## src/hdl/lpmm_pkg.sv

```systemverilog
// Shared types, register map and reset values for the light pulse Morse matcher.
package lpmm_pkg;

  localparam int PATTERN_LEN_DEF = 8;

  localparam int ADDR_W = 5;
  localparam int DATA_W = 32;

  // Symbol codes carried in the window and on symbol_code.
  localparam logic [1:0] SYM_DOT   = 2'd0;
  localparam logic [1:0] SYM_DASH  = 2'd1;
  localparam logic [1:0] SYM_SPACE = 2'd2;

  typedef enum logic [2:0] {
    REG_LIGHT_THRESHOLD = 3'd0,
    REG_DASH_TICKS      = 3'd1,
    REG_SPACE_TICKS     = 3'd2,
    REG_TIMEOUT_TICKS   = 3'd3,
    REG_PATTERN_SYMBOLS = 3'd4,
    REG_TARGET_DOTS     = 3'd5,
    REG_TARGET_DASHES   = 3'd6,
    REG_CHECK_MODE      = 3'd7
  } reg_idx_t;

  localparam logic [11:0] RST_LIGHT_THRESHOLD = 12'd100;
  localparam logic [15:0] RST_DASH_TICKS      = 16'd30;
  localparam logic [15:0] RST_SPACE_TICKS     = 16'd100;
  localparam logic [15:0] RST_TIMEOUT_TICKS   = 16'd300;
  localparam logic [15:0] RST_PATTERN_SYMBOLS = 16'd0;
  localparam logic [7:0]  RST_TARGET_DOTS     = 8'd3;
  localparam logic [7:0]  RST_TARGET_DASHES   = 8'd3;
  localparam logic [1:0]  RST_CHECK_MODE      = 2'd1;

  // Control from the tick logic to the symbol window.
  typedef struct packed {
    logic       push;
    logic [1:0] sym;
    logic       match_en;
  } win_ctl_t;

endpackage

```

## src/hdl/lpmm_window.sv

```systemverilog
// Window of the most recent symbols and its compare against the pattern register.
module lpmm_window #(
  parameter int PATTERN_LEN = lpmm_pkg::PATTERN_LEN_DEF
) (
  input  logic               clk,
  input  logic               rst,
  input  lpmm_pkg::win_ctl_t ctl,
  input  logic [15:0]        pattern_symbols,
  output logic               hit
);

  localparam int FW = $clog2(PATTERN_LEN + 1);

  logic [1:0]            win      [PATTERN_LEN];
  logic [1:0]            win_next [PATTERN_LEN];
  logic [FW-1:0]         fill;
  logic [FW-1:0]         fill_next;
  logic                  full;
  logic                  same;
  logic [2*PATTERN_LEN-1:0] pat_ext;

  // Pattern positions beyond the register expect a dot.
  assign pat_ext = (2*PATTERN_LEN)'(pattern_symbols);
  assign full    = (fill == FW'(PATTERN_LEN));

  always_comb begin
    for (int i = 0; i < PATTERN_LEN - 1; i++) begin
      if (full) begin
        win_next[i] = win[i+1];
      end else begin
        win_next[i] = (fill == FW'(i)) ? ctl.sym : win[i];
      end
    end
    if (full || fill == FW'(PATTERN_LEN - 1)) begin
      win_next[PATTERN_LEN-1] = ctl.sym;
    end else begin
      win_next[PATTERN_LEN-1] = win[PATTERN_LEN-1];
    end
    fill_next = full ? fill : fill + FW'(1);
    same = 1'b1;
    for (int i = 0; i < PATTERN_LEN; i++) begin
      if (win_next[i] != pat_ext[2*i +: 2]) begin
        same = 1'b0;
      end
    end
  end

  assign hit = ctl.push && ctl.match_en && (fill_next == FW'(PATTERN_LEN)) && same;

  always_ff @(posedge clk) begin
    if (rst) begin
      fill <= '0;
    end else if (ctl.push) begin
      fill <= hit ? '0 : fill_next;
    end
  end

  // Entries at or above the fill count never affect a hit, so they need no clearing.
  always_ff @(posedge clk) begin
    if (ctl.push) begin
      for (int i = 0; i < PATTERN_LEN; i++) begin
        win[i] <= win_next[i];
      end
    end
  end

endmodule

```

## src/hdl/light_pulse_morse_matcher_core.sv

```systemverilog
// Top level of the light pulse Morse matcher: tick logic, registers and handshakes.
//
//  channel   | signals                                   | direction
//  ----------+-------------------------------------------+----------
//  input     | in_valid, in_ready, light_sample          | in
//  result    | out_valid, out_ready, symbol_valid ..     | out
//  config    | psel, penable, pwrite, paddr, pwdata ..   | in/out
//
// An item is registered on acceptance and processed from the input register, when its
// result is loaded into the output register; one item per cycle is sustained while
// the result side does not stall.
// Reset restores the register defaults and clears all tracking state.
// A stalled result holds the tick stage; input is taken while that stage can drain.
module light_pulse_morse_matcher_core #(
  parameter int PATTERN_LEN = lpmm_pkg::PATTERN_LEN_DEF
) (
  input  logic                        clk,
  input  logic                        rst,
  input  logic                        in_valid,
  output logic                        in_ready,
  input  logic [11:0]                 light_sample,
  output logic                        out_valid,
  input  logic                        out_ready,
  output logic                        symbol_valid,
  output logic [1:0]                  symbol_code,
  output logic                        pattern_hit,
  output logic                        count_hit,
  output logic                        detected,
  output logic                        beam_present,
  input  logic                        psel,
  input  logic                        penable,
  input  logic                        pwrite,
  input  logic [lpmm_pkg::ADDR_W-1:0] paddr,
  input  logic [lpmm_pkg::DATA_W-1:0] pwdata,
  output logic [lpmm_pkg::DATA_W-1:0] prdata,
  output logic                        pready
);

  // Configuration registers.
  logic [11:0] light_threshold;
  logic [15:0] dash_ticks;
  logic [15:0] space_ticks;
  logic [15:0] timeout_ticks;
  logic [15:0] pattern_symbols;
  logic [7:0]  target_dots;
  logic [7:0]  target_dashes;
  logic [1:0]  check_mode;

  lpmm_pkg::reg_idx_t reg_idx;
  logic               cfg_write;

  assign pready    = 1'b1;
  assign reg_idx   = lpmm_pkg::reg_idx_t'(paddr[4:2]);
  assign cfg_write = psel && penable && pwrite && pready;

  always_ff @(posedge clk) begin
    if (rst) begin
      light_threshold <= lpmm_pkg::RST_LIGHT_THRESHOLD;
      dash_ticks      <= lpmm_pkg::RST_DASH_TICKS;
      space_ticks     <= lpmm_pkg::RST_SPACE_TICKS;
      timeout_ticks   <= lpmm_pkg::RST_TIMEOUT_TICKS;
      pattern_symbols <= lpmm_pkg::RST_PATTERN_SYMBOLS;
      target_dots     <= lpmm_pkg::RST_TARGET_DOTS;
      target_dashes   <= lpmm_pkg::RST_TARGET_DASHES;
      check_mode      <= lpmm_pkg::RST_CHECK_MODE;
    end else if (cfg_write) begin
      unique case (reg_idx)
        lpmm_pkg::REG_LIGHT_THRESHOLD: light_threshold <= pwdata[11:0];
        lpmm_pkg::REG_DASH_TICKS:      dash_ticks      <= pwdata[15:0];
        lpmm_pkg::REG_SPACE_TICKS:     space_ticks     <= pwdata[15:0];
        lpmm_pkg::REG_TIMEOUT_TICKS:   timeout_ticks   <= pwdata[15:0];
        lpmm_pkg::REG_PATTERN_SYMBOLS: pattern_symbols <= pwdata[15:0];
        lpmm_pkg::REG_TARGET_DOTS:     target_dots     <= pwdata[7:0];
        lpmm_pkg::REG_TARGET_DASHES:   target_dashes   <= pwdata[7:0];
        lpmm_pkg::REG_CHECK_MODE:      check_mode      <= pwdata[1:0];
      endcase
    end
  end

  always_comb begin
    unique case (reg_idx)
      lpmm_pkg::REG_LIGHT_THRESHOLD: prdata = 32'(light_threshold);
      lpmm_pkg::REG_DASH_TICKS:      prdata = 32'(dash_ticks);
      lpmm_pkg::REG_SPACE_TICKS:     prdata = 32'(space_ticks);
      lpmm_pkg::REG_TIMEOUT_TICKS:   prdata = 32'(timeout_ticks);
      lpmm_pkg::REG_PATTERN_SYMBOLS: prdata = 32'(pattern_symbols);
      lpmm_pkg::REG_TARGET_DOTS:     prdata = 32'(target_dots);
      lpmm_pkg::REG_TARGET_DASHES:   prdata = 32'(target_dashes);
      lpmm_pkg::REG_CHECK_MODE:      prdata = 32'(check_mode);
    endcase
  end

  // Input register and pipeline control.
  logic        s1_valid;
  logic [11:0] s1_sample;
  logic        advance;

  assign advance  = s1_valid && (!out_valid || out_ready);
  assign in_ready = !s1_valid || advance;

  always_ff @(posedge clk) begin
    if (rst) begin
      s1_valid <= 1'b0;
    end else if (in_ready) begin
      s1_valid <= in_valid;
    end
  end

  always_ff @(posedge clk) begin
    if (in_ready && in_valid) begin
      s1_sample <= light_sample;
    end
  end

  // Tracking state.
  logic [11:0] baseline;
  logic        baseline_loaded;
  logic        in_beam;
  logic [15:0] beam_ticks;
  logic [7:0]  dot_total;
  logic [7:0]  dash_total;
  logic [15:0] idle_ticks;

  logic [11:0] baseline_next;
  logic        in_beam_next;
  logic [15:0] beam_ticks_next;
  logic [7:0]  dot_total_next;
  logic [7:0]  dash_total_next;
  logic [15:0] idle_ticks_next;

  logic [11:0] diff;
  logic        beam;
  logic [15:0] idle_inc;
  logic [15:0] beam_inc;
  logic        have_dur;
  logic [15:0] dur;
  logic        sym_valid;
  logic [1:0]  sym_code;
  logic [7:0]  dot_base;
  logic [7:0]  dash_base;
  logic [7:0]  dot_add;
  logic [7:0]  dash_add;
  logic        phit;
  logic        chit;

  lpmm_pkg::win_ctl_t win_ctl;

  always_comb begin
    diff = (s1_sample >= baseline) ? s1_sample - baseline : baseline - s1_sample;
    // The first sample after reset loads the baseline and is never a beam.
    beam          = baseline_loaded && (diff > light_threshold);
    baseline_next = beam ? baseline : s1_sample;

    idle_inc = (idle_ticks == 16'hFFFF) ? idle_ticks : idle_ticks + 16'd1;
    beam_inc = (beam_ticks == 16'hFFFF) ? beam_ticks : beam_ticks + 16'd1;

    have_dur        = 1'b0;
    dur             = beam_ticks;
    beam_ticks_next = beam_ticks;
    in_beam_next    = in_beam;
    if (beam) begin
      if (beam_inc >= timeout_ticks) begin
        have_dur        = 1'b1;
        dur             = timeout_ticks;
        beam_ticks_next = '0;
        in_beam_next    = 1'b0;
      end else begin
        beam_ticks_next = beam_inc;
        in_beam_next    = 1'b1;
      end
    end else if (in_beam) begin
      have_dur        = 1'b1;
      dur             = beam_ticks;
      beam_ticks_next = '0;
      in_beam_next    = 1'b0;
    end

    sym_valid = have_dur && (dur != 16'd0);
    if (dur >= space_ticks) begin
      sym_code = lpmm_pkg::SYM_SPACE;
    end else if (dur >= dash_ticks) begin
      sym_code = lpmm_pkg::SYM_DASH;
    end else begin
      sym_code = lpmm_pkg::SYM_DOT;
    end

    // A long idle gap restarts the totals before this symbol is counted.
    dot_base  = (idle_inc >= timeout_ticks) ? 8'd0 : dot_total;
    dash_base = (idle_inc >= timeout_ticks) ? 8'd0 : dash_total;
    dot_add   = (sym_code == lpmm_pkg::SYM_DOT && dot_base != 8'hFF) ?
                dot_base + 8'd1 : dot_base;
    dash_add  = (sym_code == lpmm_pkg::SYM_DASH && dash_base != 8'hFF) ?
                dash_base + 8'd1 : dash_base;

    win_ctl.push     = sym_valid && advance;
    win_ctl.sym      = sym_code;
    win_ctl.match_en = check_mode[0];
  end

  lpmm_window #(
    .PATTERN_LEN(PATTERN_LEN)
  ) u_window (
    .clk            (clk),
    .rst            (rst),
    .ctl            (win_ctl),
    .pattern_symbols(pattern_symbols),
    .hit            (phit)
  );

  always_comb begin
    chit = sym_valid && !phit && check_mode[1] &&
           (dot_add == target_dots) && (dash_add == target_dashes);

    if (sym_valid) begin
      dot_total_next  = chit ? 8'd0 : dot_add;
      dash_total_next = chit ? 8'd0 : dash_add;
      idle_ticks_next = '0;
    end else begin
      dot_total_next  = dot_total;
      dash_total_next = dash_total;
      idle_ticks_next = idle_inc;
    end
  end

  always_ff @(posedge clk) begin
    if (rst) begin
      baseline        <= '0;
      baseline_loaded <= 1'b0;
      in_beam         <= 1'b0;
      beam_ticks      <= '0;
      dot_total       <= '0;
      dash_total      <= '0;
      idle_ticks      <= '0;
    end else if (advance) begin
      baseline        <= baseline_next;
      baseline_loaded <= 1'b1;
      in_beam         <= in_beam_next;
      beam_ticks      <= beam_ticks_next;
      dot_total       <= dot_total_next;
      dash_total      <= dash_total_next;
      idle_ticks      <= idle_ticks_next;
    end
  end

  // Result register.
  always_ff @(posedge clk) begin
    if (rst) begin
      out_valid <= 1'b0;
    end else if (advance) begin
      out_valid <= 1'b1;
    end else if (out_ready) begin
      out_valid <= 1'b0;
    end
  end

  always_ff @(posedge clk) begin
    if (advance) begin
      symbol_valid <= sym_valid;
      symbol_code  <= sym_valid ? sym_code : lpmm_pkg::SYM_DOT;
      pattern_hit  <= phit;
      count_hit    <= chit;
      detected     <= phit || chit;
      beam_present <= beam;
    end
  end

endmodule

```

## config.mk

```make
export PLATFORM = sky130hd
export DESIGN_NAME = light_pulse_morse_matcher_core
export DESIGN_NICKNAME = d
export VERILOG_FILES = /design/src/hdl/lpmm_pkg.sv /design/src/hdl/lpmm_window.sv /design/src/hdl/light_pulse_morse_matcher_core.sv
export SDC_FILE = /design/constraint.sdc
export NUM_CORES = 1
export LEC_CHECK = 0
export CORE_UTILIZATION = 25
export CTS_CLUSTER_DIAMETER = 120
export CTS_CLUSTER_SIZE = 40
export DETAILED_ROUTE_END_ITERATION = 10
export DONT_BUFFER_PORTS = 1
export PLACE_DENSITY = 0.49
export SYNTH_ARGS = -nofsm -noshare
export SYNTH_HDL_FRONTEND = slang
export SYNTH_SLANG_ARGS = --single-unit
```

## constraint.sdc

```tcl
create_clock -name clk -period 24.4 [get_ports clk]
set_clock_uncertainty 0.05 [all_clocks]
set_input_delay 2.44 -clock clk [delete_from_list [all_inputs] [get_ports clk]]
set_output_delay 2.44 -clock clk [all_outputs]
set_load 0.1 [all_outputs]
```

==> impl_metrics.toml <==
[synth]
synth_top_area_frac = 0.236
synth_warnings = 0
synth_largest_area_cell = "dfxtp_1"
syn_area_um2 = 13700
synth_cell_types = 81
syn_avg_cell_area_um2 = 7.86
synth-async-reset-ratio = 0
ys.flop_type = "dfxtp_1"
synth_most_common_cell = "nand2_1"
ys_ff_latch = 197
synth_edf_count = 35
synth_common_cells = "nand2_1 (276), dfxtp_1 (162), a21oi_1 (153), nor2_1 (151), inv_1 (111)"
syn-instance-count = 1746
yosys-top-cells-area = "dfxtp_1 (24%), ha_1 (9.8%), edfxtp_1 (7.7%)"
synth-seq-area-share = 0.313

[critical_path]
cp-end-kind = "register"
crit_fanout = 31
worst_ep_required_time_ns = 24.72
crit_type = "register to register"
crit_arrival_ns = 11.56
cp_slowest_cell = "nor3b_2"
cpPeakStageDelay_ns = 0.79
start_kind = "register"

[timing]
period_needed_ns = 11.24
min_period_over_period = 0.461
post-route-worst-setup-slack_ns = 13.16
hold_violations = 0
drv_slew = 0
worst_pin_slew_ns = 1.23
slew-limit-headroom = 0.174
finalSetupTns_ns = 0
fmaxAchievable_mhz = 89.0
setup_violations = 0
rsz0062_at_grt = "no"

[placement]
place_congestion = 0.878
postPlaceCellArea_um2 = 14400
dp_hpwl_um = 34000
placedCellCount = 2369
io_buffers = 0
pre_cts_ws_ns = 13.33

[run]
maxCapViolations = 0

[finish]
antennaDiodeCount = 0
final_cell_area_um2 = 15000
drive_above_1_share = 0.0598
nets = 1857
areaGrowthSynthToFinish_pct = 9.43
fillers = 5792
finalNonFillerCells = 2401

[floorplanning]
num_rows = 85
dieArea_um2 = 55800
die_h_um = 236
initial_core_util = 0.254
core-area_um2 = 54000
die_width_um = 236
io_pins = 98

[cts]
cts_resized = 0
clk_latency_ns = 0.48
cts_sinks = 197
cts_buffers = 17
clkTransAtPathRegs_ns = 0.07
cts-root-buf = "clkbuf_16"
htreeDepth = 4
cts_buffer_depth = 2
cts_setup_buffers = 0
hold_buffers = 0
cts_tree = "done"

[routing]
wl_per_cell_um = 19.1
initialDrtViolationCount = 932
drc = 0
ant_nets = 0
drt-total-wl_um = 45800
firstDrtPassIters = 5
via_count = 12488
via_per_inst = 5.20

[power_and_ir_drop]
power_mw = 0.737
peakVddDrop_v = 0.0000683
powerDensity_nw_per_um2 = 49.1
p_leak_nw = 5.48

[grt]
grt_pass1_wl_um = 70800
grtUsageTotal = 0.164
grt_overflow = 0
grt_max_degree = 141
antenna_found_initial = 1
grt_pass1_vias = 11894

[outcome]
status = "complete, no violations"

[min_path]
hp-class = "register to register"
## critical path: cells and delay by family, from the launching register on
kind | cells | cell delay, ns
simple gates | 12 | 5.04
fa+ha+maj | 4 | 1.18
buf+inv | 3 | 0.42
compound gates | 14 | 3.54
flops | 1 | 0.44
mux | 1 | 0.28
xor+xnor | 1 | 0.17
## flip-flops by register name, summed over array words and instances, names as in the netlist, 2 cells and up
register         flops
space_ticks         16
check_mode           2
target_dots          8
light_threshold     12
u_window.fill        4
idle_ticks          16
dot_total            8
pattern_symbols     16
target_dashes        8
timeout_ticks       16
u_window.win        16
s1_sample           12
dash_total           8
symbol_code          2
dash_ticks          16
beam_ticks          16
baseline            12
## cells in the final DEF, fill, tap and decap left out, types with 15 or more instances in the layout
cell	instances
nand2_1	276
dfxtp_1	162
a21oi_1	151
nor2_1	149
inv_1	111
ha_1	107
o21ai_0	67
mux2i_1	60
xnor2_1	48
nand3_1	44
a22oi_1	35
edfxtp_1	35
o211ai_1	30
nand4_1	27
buf_4	27
nor3_1	23
a21o_1	23
nor4_1	19
conb_1	17
clkbuf_16	17
nand2b_1	16
and3_1	16
xor2_1	15
## layout make-up
cell class / instances / area (µm²) / share of cell area
Timing Repair Buffer: 27 / 203 / 0.0135
Tap cell: 696 / 871 / 0.0580
Sequential cell: 197 / 4290 / 0.286
Clock buffer: 18 / 429 / 0.0286
Inverter: 112 / 420 / 0.0280
Multi-Input combinational cell: 1337 / 8630 / 0.575
Clock inverter: 14 / 165 / 0.0110
## kinds of logic after synthesis
group                    synth area share
buffers and inverters              0.0681
AO/OA/AOI/OAI                       0.200
adder cells (fa/ha/maj)             0.101
XOR/XNOR                           0.0402
other                            0.000548
multiplexers                       0.0627
flip-flops                          0.313
AND/OR/NAND/NOR                     0.215
## report_power, final
part	leakage (nW)	internal (mW)	total (mW)	switching (mW)
Sequential	1.61	0.335	0.344	0.00865
Combinational	3.58	0.0312	0.0931	0.0618
Clock	0.287	0.154	0.301	0.147
Total	5.48	0.520	0.737	0.217
## metal layers
layer | wire (µm) | up-vias | track usage | share of wire
li1 | - | 6065 | - | -
met1 | 21400 | 6008 | 0.224 | 0.47
met2 | 20200 | 377 | 0.254 | 0.44
met3 | 3560 | 36 | 0.0425 | 0.078
met4 | 651 | 2 | 0.0405 | 0.014
met5 | 22 | - | 0 | 0.00048
## path summary, 6_finish.rpt
| path | to | slack, ns | startpoint | cells past startpoint |
|---|---|---|---|---|
| setup / recovery | dot_total[2] | 13.16 | s1_sample[0] | 35 |
| hold / removal | light_threshold[7] | 0.41 | light_threshold[7] | 2 |
| setup reg to reg | dot_total[2] | 13.16 | s1_sample[0] | 35 |
| hold reg to reg | light_threshold[7] | 0.41 | light_threshold[7] | 2 |
## through the flow
step | utilization | hold WS (ns)
2_1_floorplan | - | 0.386
5_1_grt | 0.278 | 0.435
3_3_place_gp | 0.267 | 0.394
6_report | 0.278 | 0.410
4_1_cts | 0.278 | 0.406
3_5_place_dp | 0.267 | 0.396
Power figures use the tool's default switching activity.
